`src/hw/rtl/wrr_pkg.sv`:
```
package wrr_pkg;

  localparam int DEF_MAX_TASKS     = 16;
  localparam int DEF_PRIORITY_BITS = 8;

  localparam int ID_W     = 4;
  localparam int SLICE_W  = 8;
  localparam int OP_W     = 2;
  localparam int STATUS_W = 2;

  localparam logic [OP_W-1:0] OP_TICK   = 2'd0;
  localparam logic [OP_W-1:0] OP_ADD    = 2'd1;
  localparam logic [OP_W-1:0] OP_REMOVE = 2'd2;

  localparam logic [STATUS_W-1:0] ST_OK         = 2'd0;
  localparam logic [STATUS_W-1:0] ST_NO_TASK    = 2'd1;
  localparam logic [STATUS_W-1:0] ST_FULL       = 2'd2;
  localparam logic [STATUS_W-1:0] ST_NOT_QUEUED = 2'd3;

  typedef enum logic [1:0] {
    S_IDLE,
    S_WALK,
    S_TAIL,
    S_DONE
  } state_t;

  // per-cell control from the sequencer
  typedef struct packed {
    logic shift;
    logic load;
  } cell_ctl_t;

endpackage

```
`src/hw/rtl/wrr_cell.sv`:
```
module wrr_cell #(
  parameter int W = wrr_pkg::ID_W + wrr_pkg::DEF_PRIORITY_BITS
) (
  input  logic               clk,
  input  wrr_pkg::cell_ctl_t ctl,
  input  logic [W-1:0]       nbr,
  input  logic [W-1:0]       bus,
  output logic [W-1:0]       word
);

  // a tail load wins over the shift from the neighbour
  always_ff @(posedge clk) begin
    if (ctl.load) begin
      word <= bus;
    end else if (ctl.shift) begin
      word <= nbr;
    end
  end

endmodule

```
`src/hw/rtl/weighted_round_robin_task_scheduler.sv`:
```
// Weighted round-robin task scheduler. The run queue is a row of MAX_TASKS cells, each holding
// one task id and its slice length; the head cell is the next task to run. Add, remove and a
// tick that takes the slice away from a current task walk the queue once: each cycle the head
// entry leaves cell 0, every cell takes its neighbour's entry, and the head entry is either
// written back at the tail or dropped. The result is registered in S_DONE, after the walk in
// S_WALK, one entry at a time through the head cell, and the tail step in S_TAIL. Unused op
// codes, ticks that keep the current slice and ticks with no current task skip the walk. The
// next word is accepted once the result is registered, even while that result still waits
// for out_ready. A result still waiting for out_ready holds the following word in S_DONE
// until the output register is free. One result word is given for every input word.
module weighted_round_robin_task_scheduler #(
  parameter int MAX_TASKS     = wrr_pkg::DEF_MAX_TASKS,
  parameter int PRIORITY_BITS = wrr_pkg::DEF_PRIORITY_BITS
) (
  input  logic                         clk,
  input  logic                         rst,
  input  logic                         in_valid,
  output logic                         in_ready,
  input  logic [wrr_pkg::OP_W-1:0]     op,
  input  logic                         yield_now,
  input  logic                         cur_runnable,
  input  logic [wrr_pkg::ID_W-1:0]     task_id,
  input  logic [wrr_pkg::SLICE_W-1:0]  priority_req,
  output logic                         out_valid,
  input  logic                         out_ready,
  output logic [wrr_pkg::ID_W-1:0]     run_task,
  output logic                         new_slice,
  output logic [wrr_pkg::STATUS_W-1:0] status
);

  import wrr_pkg::*;

  localparam int PW    = (PRIORITY_BITS < SLICE_W) ? PRIORITY_BITS : SLICE_W;
  localparam int W     = ID_W + PW;
  localparam int IDX_W = $clog2(MAX_TASKS);
  localparam int LEN_W = $clog2(MAX_TASKS + 1);

  state_t state, state_next;

  logic [OP_W-1:0]     op_q;
  logic                run_q;
  logic [ID_W-1:0]     id_q;
  logic [PW-1:0]       prio_q;
  logic [ID_W-1:0]     mid;
  logic                match_en;
  logic                found;
  logic [PW-1:0]       hold_prio;
  logic                rs_q;
  logic [STATUS_W-1:0] st_q;
  logic [LEN_W-1:0]    cnt;

  logic [LEN_W-1:0]    len;
  logic [ID_W-1:0]     cur_task;
  logic                cur_valid;
  logic [SLICE_W-1:0]  slice_left;

  logic [W-1:0]        cw  [MAX_TASKS];
  logic [W-1:0]        nbr [MAX_TASKS];
  cell_ctl_t           ctl [MAX_TASKS];

  logic [W-1:0]        bus;
  logic                shift_en;
  logic                load_en;
  logic [IDX_W-1:0]    ptr;

  logic [ID_W-1:0]     head_id;
  logic [PW-1:0]       head_prio;
  logic [LEN_W-1:0]    len_m1;
  logic [SLICE_W-1:0]  slice_dec;
  logic                accept;
  logic                walking;
  logic                hit;
  logic                drop_mode;
  logic                resched_now;
  logic                app_tick;
  logic                app_add;
  logic                out_load;

  logic [ID_W-1:0]     cur_task_next;
  logic                cur_valid_next;
  logic [SLICE_W-1:0]  slice_left_next;
  logic                fresh;
  logic [STATUS_W-1:0] st_out;

  // cell row
  for (genvar k = 0; k < MAX_TASKS; k++) begin : g_cell
    if (k == MAX_TASKS - 1) begin : g_last
      assign nbr[k] = bus;
    end else begin : g_mid
      assign nbr[k] = cw[k+1];
    end
    assign ctl[k].shift = shift_en;
    assign ctl[k].load  = load_en && (ptr == IDX_W'(k));
    wrr_cell #(.W(W)) u_cell (
      .clk  (clk),
      .ctl  (ctl[k]),
      .nbr  (nbr[k]),
      .bus  (bus),
      .word (cw[k])
    );
  end

  assign head_id     = cw[0][W-1:PW];
  assign head_prio   = cw[0][PW-1:0];
  assign len_m1      = len - LEN_W'(1);
  assign slice_dec   = slice_left - SLICE_W'(1);
  assign in_ready    = (state == S_IDLE);
  assign accept      = in_valid && in_ready;
  assign walking     = (state == S_WALK) && (cnt != '0);
  assign hit         = match_en && (head_id == mid);
  assign drop_mode   = (op_q != OP_ADD);
  assign resched_now = yield_now || (slice_dec == '0) || !cur_valid || !cur_runnable;
  assign app_tick    = (op_q == OP_TICK) && rs_q && found && run_q;
  assign app_add     = (op_q == OP_ADD) && !found && (len != LEN_W'(MAX_TASKS));
  assign out_load    = (state == S_DONE) && (!out_valid || out_ready);

  always_comb begin
    state_next = state;
    unique case (state)
      S_IDLE: if (accept) state_next = S_WALK;
      S_WALK: if (cnt == '0) state_next = S_TAIL;
      S_TAIL: state_next = S_DONE;
      S_DONE: if (out_load) state_next = S_IDLE;
      default: state_next = S_IDLE;
    endcase
  end

  always_comb begin
    shift_en = 1'b0;
    load_en  = 1'b0;
    ptr      = len_m1[IDX_W-1:0];
    bus      = cw[0];
    unique case (state)
      S_WALK: begin
        if (cnt != '0) begin
          // head leaves cell 0; kept words go back in at the tail
          shift_en = 1'b1;
          load_en  = !(hit && drop_mode);
          bus      = hit ? {head_id, prio_q} : cw[0];
          ptr      = len_m1[IDX_W-1:0];
        end
      end
      S_TAIL: begin
        load_en = app_tick || app_add;
        bus     = app_tick ? {cur_task, hold_prio} : {id_q, prio_q};
        ptr     = len[IDX_W-1:0];
      end
      default: ;
    endcase
  end

  // choice of the running task once the queue has settled
  always_comb begin
    cur_task_next   = cur_task;
    cur_valid_next  = cur_valid;
    slice_left_next = slice_left;
    fresh           = 1'b0;
    st_out          = st_q;
    if ((op_q == OP_TICK) && rs_q) begin
      if (len == '0) begin
        cur_task_next  = '0;
        cur_valid_next = 1'b0;
        st_out         = ST_NO_TASK;
      end else begin
        cur_task_next   = head_id;
        cur_valid_next  = 1'b1;
        slice_left_next = (head_prio == '0) ? SLICE_W'(1) : SLICE_W'(head_prio);
        fresh           = 1'b1;
      end
    end else if ((op_q == OP_REMOVE) && found && cur_valid && (cur_task == id_q)) begin
      cur_task_next  = '0;
      cur_valid_next = 1'b0;
    end
  end

  always_ff @(posedge clk) begin
    if (rst) begin
      state      <= S_IDLE;
      out_valid  <= 1'b0;
      len        <= '0;
      cur_task   <= '0;
      cur_valid  <= 1'b0;
      slice_left <= '0;
    end else begin
      state <= state_next;
      if (accept && (op == OP_TICK)) begin
        slice_left <= slice_dec;
      end
      if (walking && hit && drop_mode) begin
        len <= len_m1;
      end
      if ((state == S_TAIL) && load_en) begin
        len <= len + LEN_W'(1);
      end
      if (out_load) begin
        cur_task   <= cur_task_next;
        cur_valid  <= cur_valid_next;
        slice_left <= slice_left_next;
        out_valid  <= 1'b1;
      end else if (out_ready) begin
        out_valid <= 1'b0;
      end
    end
  end

  always_ff @(posedge clk) begin
    if (accept) begin
      op_q   <= op;
      run_q  <= cur_runnable;
      id_q   <= task_id;
      prio_q <= priority_req[PW-1:0];
      found  <= 1'b0;
      st_q   <= ST_OK;
      unique case (op) inside
        OP_TICK: begin
          rs_q     <= resched_now;
          match_en <= cur_valid;
          mid      <= cur_task;
          cnt      <= (resched_now && cur_valid) ? len : '0;
        end
        OP_ADD, OP_REMOVE: begin
          rs_q     <= 1'b0;
          match_en <= 1'b1;
          mid      <= task_id;
          cnt      <= len;
        end
        default: begin
          rs_q     <= 1'b0;
          match_en <= 1'b0;
          mid      <= task_id;
          cnt      <= '0;
        end
      endcase
    end
    if (walking) begin
      cnt <= cnt - LEN_W'(1);
      if (hit) begin
        found <= 1'b1;
      end
      if (hit && drop_mode) begin
        hold_prio <= head_prio;
      end
    end
    if (state == S_TAIL) begin
      if ((op_q == OP_ADD) && !found && (len == LEN_W'(MAX_TASKS))) begin
        st_q <= ST_FULL;
      end else if ((op_q == OP_REMOVE) && !found) begin
        st_q <= ST_NOT_QUEUED;
      end
    end
    if (out_load) begin
      run_task  <= cur_valid_next ? cur_task_next : '0;
      new_slice <= fresh;
      status    <= st_out;
    end
  end

`ifndef SYNTHESIS
  a_len_bound: assert property (@(posedge clk) disable iff (rst)
    len <= LEN_W'(MAX_TASKS))
    else $error("run queue length beyond capacity");

  a_no_cur_zero: assert property (@(posedge clk) disable iff (rst)
    !cur_valid |-> (cur_task == '0))
    else $error("stale task id with no current task");

  a_walk_cnt: assert property (@(posedge clk) disable iff (rst)
    (state == S_WALK) |-> (cnt <= len))
    else $error("walk count runs past the queue");

  a_fresh_slice: assert property (@(posedge clk) disable iff (rst)
    (out_load && fresh) |=> (cur_valid && (slice_left != '0)))
    else $error("new slice taken with no task or empty slice");
`endif

endmodule

```
`config.mk`:
```
export PLATFORM = sky130hd
export DESIGN_NAME = weighted_round_robin_task_scheduler
export DESIGN_NICKNAME = d
export VERILOG_FILES = /design/src/hw/rtl/wrr_pkg.sv /design/src/hw/rtl/wrr_cell.sv /design/src/hw/rtl/weighted_round_robin_task_scheduler.sv
export SDC_FILE = /design/constraint.sdc
export NUM_CORES = 1
export LEC_CHECK = 0
export ABC_AREA = 1
export BUFFER_PORTS_ARGS = -buffer_cell sky130_fd_sc_hd__buf_2
export CORE_UTILIZATION = 31
export DETAILED_ROUTE_END_ITERATION = 10
export SLEW_MARGIN = 20
export SYNTH_ARGS = -nofsm -noshare
export SYNTH_HDL_FRONTEND = slang
export SYNTH_HIERARCHICAL = 1
export SYNTH_SLANG_ARGS = --single-unit
```
`constraint.sdc`:
```
create_clock -name clk -period 2.6 [get_ports clk]
set_input_delay 0.26 -clock clk [delete_from_list [all_inputs] [get_ports clk]]
set_output_delay 0.26 -clock clk [all_outputs]
set_load 0.005 [all_outputs]
```
Word level (Yosys, flattened, before mapping)
Index checks and enable logic that the tools add are counted.
- reduce and logical (&&, ||, !) cells: 79
- equality and inequality tests: 32
- multiplexer cells: 75
- add/subtract/negate cells: 4
- operators by type and width (kind ; number):
    12-bit two-way mux ; 33
    8-bit two-way mux ; 7
    2-bit nonzero test ; 20
    1-bit logical AND ; 36
    4-bit equality test (second input constant) ; 8
    5-bit two-way mux ; 5
    12-bit one-hot mux with 2 select lines ; 1
    4-bit two-way mux ; 5
    2-bit two-way mux ; 9
    4-bit by 3-bit equality test with 1-bit output (second input constant) ; 4
    8-bit zero test ; 2
    1-bit two-way mux ; 11
    5-bit zero test ; 2
    5-bit one-hot mux with 2 select lines ; 1
    5-bit by 1-bit subtractor with 5-bit output (second input constant) ; 2
    2-bit equality test (second input constant) ; 4
    4-bit by 2-bit equality test with 1-bit output (second input constant) ; 2
    4-bit equality test ; 2
    2-bit by 1-bit inequality test with 1-bit output (second input constant) ; 4
    2-bit one-hot mux with 4 select lines ; 1
    8-bit by 1-bit subtractor with 8-bit output (second input constant) ; 1
    2-bit by 1-bit equality test with 1-bit output (second input constant) ; 3
    2-bit zero test ; 3
    3-bit AND reduction ; 2
    other kinds (12) ; 22
- bits in registers: 257

Depth between registers and ports, before layout
- word-level depth: 10
- depth in mapped cells: 15
- depth with buffers taken out: 14

Hierarchy
The synthesis kept the hierarchy.
- modules (own cells, without submodules) (module ; area each (um^2) ; seq. area each (um^2) ; instances ; cells an instance):
    wrr_cell ; 524.3 ; 360.3 ; 16 ; 52
    weighted_round_robin_task_scheduler ; 3858.7 ; 1711.6 ; 1 ; 496

Worst setup path before layout
Ideal clock, no wire load.
- path type: flip-flop to flip-flop
- start: register state[0]
- end: register g_cell[10].u_cell.word[0], enable pin
- slack: 0.398 ns
- arrival: 1.881 ns
- buffers on the path: 1
- setup time: 0.321 ns
- cell stages (with the launch flop): 11
- cell sequence: dfxtp_1 -> inv_1 -> ha_1 -> buf_2 -> nand2_1 -> inv_1 -> nand2_1 -> nand2_4 -> nand3_1 -> nor2_1 -> or2_2
- RTL lines (element ; line ; text):
    from (decl) ; weighted_round_robin_task_scheduler.sv:38 ; state_t state, state_next;
    from (signal assigned) ; weighted_round_robin_task_scheduler.sv:185 ; state <= state_next;
    to (signal assigned) ; wrr_cell.sv:14 ; word <= bus;
    to (signal assigned) ; wrr_cell.sv:16 ; word <= nbr;
    to (decl) ; wrr_cell.sv:8 ; output logic [W-1:0] word

==> reports/metrics.csv <==
metric,value,unit
run status,"complete, no violations",
Hold Startpoint,yield_now,
antenna fix cells,0,
Die H,200.8,µm
core outline area,38830,µm²
flip-flop and latch count after synthesis,257,
setup-violating endpoint count in the final report,0,
Setup WS pre-CTS,36.73,ps
number of enable-type register cells in the synthesized netlist,233,
worst min-delay path class,in2reg,
Min-Delay Path Depth,3,
mean routed wirelength per cell,14.84,µm
hold slack,105.4,ps
total wire length,28780,µm
Worst Path Arrival,2790,ps
data required time at the worst endpoint,2920,ps
Max Transition Viols Final,0,
CP Max Fanout,13,
number of max-cap violations,0,
Rel. slew slack,0.5190,
post-synthesis instance area,12250,µm²
DRC,0,
mean area per synthesized cell,9.222,µm²
worst r2r path cells,15,
dpl cell area,13140,µm²
Final period util,0.9492,
Area growth syn-to-layout,16.30,%
FMAX,0.4052,GHz
weighted congestion reported at the end of routability-driven placement,0.8709,
clock latency on the worst-skew pair,570,ps
maximum root-to-sink buffer count,3,
maximum number of pins on one net before global-route repair,24,
cts bufs inserted,29,
number of warnings issued by yosys,6,
ys async rst share,0,
starting density of the core,0.3154,
pin slew with the least headroom to its limit,720.7,ps
antenna-violating nets left,0,
overall global routing resource usage,0.1434,
PD cells,1183,nW/µm²
kind of end point of the critical path,flop,
sum of negative setup slack,0,ps
Main synth FF type,sky130_fd_sc_hd__edfxtp_1,
post-detailed-placement half-perimeter wirelength,19240,µm
Final Instance Area,14240,µm²
"Net Count, Synth",1359,
path type of the worst setup path,reg2reg,
leakage power,6.051,nW
final worst setup slack,132.2,ps
Worst Hold Path EP,rs_q$_SDFFCE_PN0P_,
fill cell count,3862,
via/cell ratio,4.636,
nature of the critical path startpoint,flop,
CTS H-Tree Depth,1,
Clock Root Buffer,sky130_fd_sc_hd__clkbuf_16,
number of antenna violations at the first check in global routing,0,
IO buf count,28,
DR vias,8990,
Row Count,72,
number of design-rule violations left by the first detailed-router iteration,790,
global-route congestion overflow total,0,
Util after Layout,0.3668,
floorplan die area,40300,µm²
Die Width,200.8,µm
First-pass DRT Iterations,5,
final count of hold timing violations,0,
RSZ-0062 raised after global routing,false,
Synth Instances,1328,
shortest period the worst path allows,2468,ps
wire length of the first global-routing pass,46400,µm
Reg2Reg Setup Slack,130,ps
clock slew seen by the registers of the worst setup and hold paths,70,ps
count of different cell masters after synthesis,42,
fraction of final layout cells sized beyond drive strength 1,0.1281,
R2R Path Start,cnt[0]$_DFFE_PP_,
Num Clock Sinks,257,
num ports,29,
largest voltage drop on the vdd net,652.5,µV
Setup Skew,9.720,ps
Nets,1434,
CTS tree,built,
sequential-to-total area share from yosys stat,0.6105,
capturing point of the worst reg2reg path,g_cell[3].u_cell/word[9]$_DFFE_PP_,
via count of the first global-routing pass,8744,
[power by group]
part | internal (mW) | switching [mW]
Clock | 2.23 | 1.63
Combinational | 1.78 | 4.08
Sequential | 6.59 | 0.539
Total | 10.6 | 6.25
[sequential cells by signal (all words and copies together) (netlist names), 2 cells and up]
register            cells
cnt                     5
cur_task                4
g_cell.u_cell/word    192
hold_prio               8
id_q                    4
len                     5
mid                     4
op_q                    2
prio_q                  8
run_task                4
slice_left              8
st_q                    2
state                   2
status                  2
[cells by family (layout without fill, tap and decap cells)]
logic type / after synthesis / count (layout) / share of synthesized area
simple gates: 816 / 816 / 0.2682
fa+ha+maj: 11 / 11 / 0.01124
compound gates: 107 / 107 / 0.04884
buf+inv: 127 / 220 / 0.05405
xor+xnor: 10 / 10 / 0.007152
flops: 257 / 257 / 0.6105
[Yosys cell counts, types with 3 or more instances]
master | instances | area [µm²]
sky130_fd_sc_hd__dfxtp_1 | 24 | 480.5
sky130_fd_sc_hd__o21ai_0 | 47 | 235.2
sky130_fd_sc_hd__nand2_2 | 5 | 31.28
sky130_fd_sc_hd__nand3_1 | 27 | 135.1
sky130_fd_sc_hd__nor3_1 | 3 | 15.01
sky130_fd_sc_hd__nand2_4 | 5 | 56.30
sky130_fd_sc_hd__buf_4 | 16 | 120.1
sky130_fd_sc_hd__buf_2 | 4 | 20.02
sky130_fd_sc_hd__ha_1 | 11 | 137.6
sky130_fd_sc_hd__nor2_1 | 64 | 240.2
sky130_fd_sc_hd__a21oi_1 | 29 | 145.1
sky130_fd_sc_hd__inv_1 | 60 | 225.2
sky130_fd_sc_hd__xor2_1 | 8 | 70.07
sky130_fd_sc_hd__or2_2 | 17 | 106.4
sky130_fd_sc_hd__o22ai_1 | 12 | 75.07
sky130_fd_sc_hd__inv_2 | 24 | 90.09
sky130_fd_sc_hd__nor3b_1 | 3 | 22.52
sky130_fd_sc_hd__edfxtp_1 | 233 | 6997
sky130_fd_sc_hd__clkbuf_1 | 4 | 15.01
sky130_fd_sc_hd__o21ai_1 | 7 | 35.03
sky130_fd_sc_hd__buf_6 | 16 | 180.2
sky130_fd_sc_hd__nand2_1 | 678 | 2545
sky130_fd_sc_hd__nor2_2 | 3 | 18.77
[worst max-delay path, stage by stage, from the launching register on]
cell	delay (ps)
sky130_fd_sc_hd__edfxtp_1	320
sky130_fd_sc_hd__inv_1	60
sky130_fd_sc_hd__ha_1	200
sky130_fd_sc_hd__inv_1	110
sky130_fd_sc_hd__nor3_4	60
sky130_fd_sc_hd__nand2_4	150
sky130_fd_sc_hd__nand2_4	110
sky130_fd_sc_hd__nor2_2	110
sky130_fd_sc_hd__nand2_2	80
sky130_fd_sc_hd__nand2_4	150
sky130_fd_sc_hd__nand3_2	170
sky130_fd_sc_hd__nor2_1	160
sky130_fd_sc_hd__buf_4	210
sky130_fd_sc_hd__inv_2	120
sky130_fd_sc_hd__nand2_1	120
sky130_fd_sc_hd__nand2_1	70
[routing by layer]
metal	up-vias	track usage	wire [µm]
met4	0	0.04444	692
met1	4268	0.1922	13330
met3	47	0.02273	1403
li1	4471	-	-
met2	204	0.2376	13350
met5	-	0	0
[through the flow]
stage / power (mW) / cells
after global placement: 12.88 / 1872
after detailed placement: 12.98 / 1872
final: 16.85 / 1939
after CTS: 16.92 / 1938
after floorplan: 10.34 / 1328
after global routing: 17.86 / 1939
[worst max path at each step]
stage                     startpoint                                   to
2_1_floorplan  state[0]$_SDFFE_PP0P_  g_cell[10].u_cell/word[0]$_DFFE_PP_
3_3_place_gp        cnt[0]$_DFFE_PP_  g_cell[14].u_cell/word[7]$_DFFE_PP_
3_5_place_dp        cnt[0]$_DFFE_PP_  g_cell[14].u_cell/word[3]$_DFFE_PP_
4_1_cts        state[0]$_SDFFE_PP0P_  g_cell[14].u_cell/word[3]$_DFFE_PP_
5_1_grt        state[0]$_SDFFE_PP0P_  g_cell[4].u_cell/word[11]$_DFFE_PP_
6_report            cnt[0]$_DFFE_PP_   g_cell[3].u_cell/word[9]$_DFFE_PP_
[what timing repair did]
action                                  CTS  global route
setup buffers                             0             1
gates resized for setup                   0            15
hold buffers                             17             0
endpoints found under the hold margin    21             0
endpoints found under the setup margin    0           288
[area by class of cell]
cell class,instances,area (µm²),area share
inverter,86,322.8,0.02267
sequential,257,7477,0.5250
timing repair buffer,85,735.7,0.05166
tap,518,648.1,0.04551
multi-input combinational,944,4183,0.2937
clock inverter,13,123.9,0.008697
clock buffer,36,752.0,0.05280
[cells in the final DEF, fill, tap and decap left out, drive strengths merged]
cell | synthesis | routed
nand3 | 29 | 29
bufinv | 0 | 2
edfxtp | 233 | 233
inv | 84 | 85
o211ai | 2 | 2
ha | 11 | 11
clkinvlp | 0 | 1
o21bai | 1 | 1
o21ai | 56 | 56
o22ai | 12 | 12
nor3b | 3 | 3
a22oi | 2 | 2
dlygate4sd3 | 0 | 17
clkbuf | 4 | 36
nand4 | 1 | 1
buf | 37 | 68
nor2 | 69 | 69
dfxtp | 24 | 24
a21oi | 29 | 29
nand2 | 689 | 689
a211oi | 3 | 3
clkinv | 2 | 11
nor4 | 2 | 2
xor2 | 8 | 8
xnor2 | 2 | 2
a31oi | 2 | 2
nor3 | 5 | 5
or2 | 18 | 18
(Power assumes the default switching activity.)
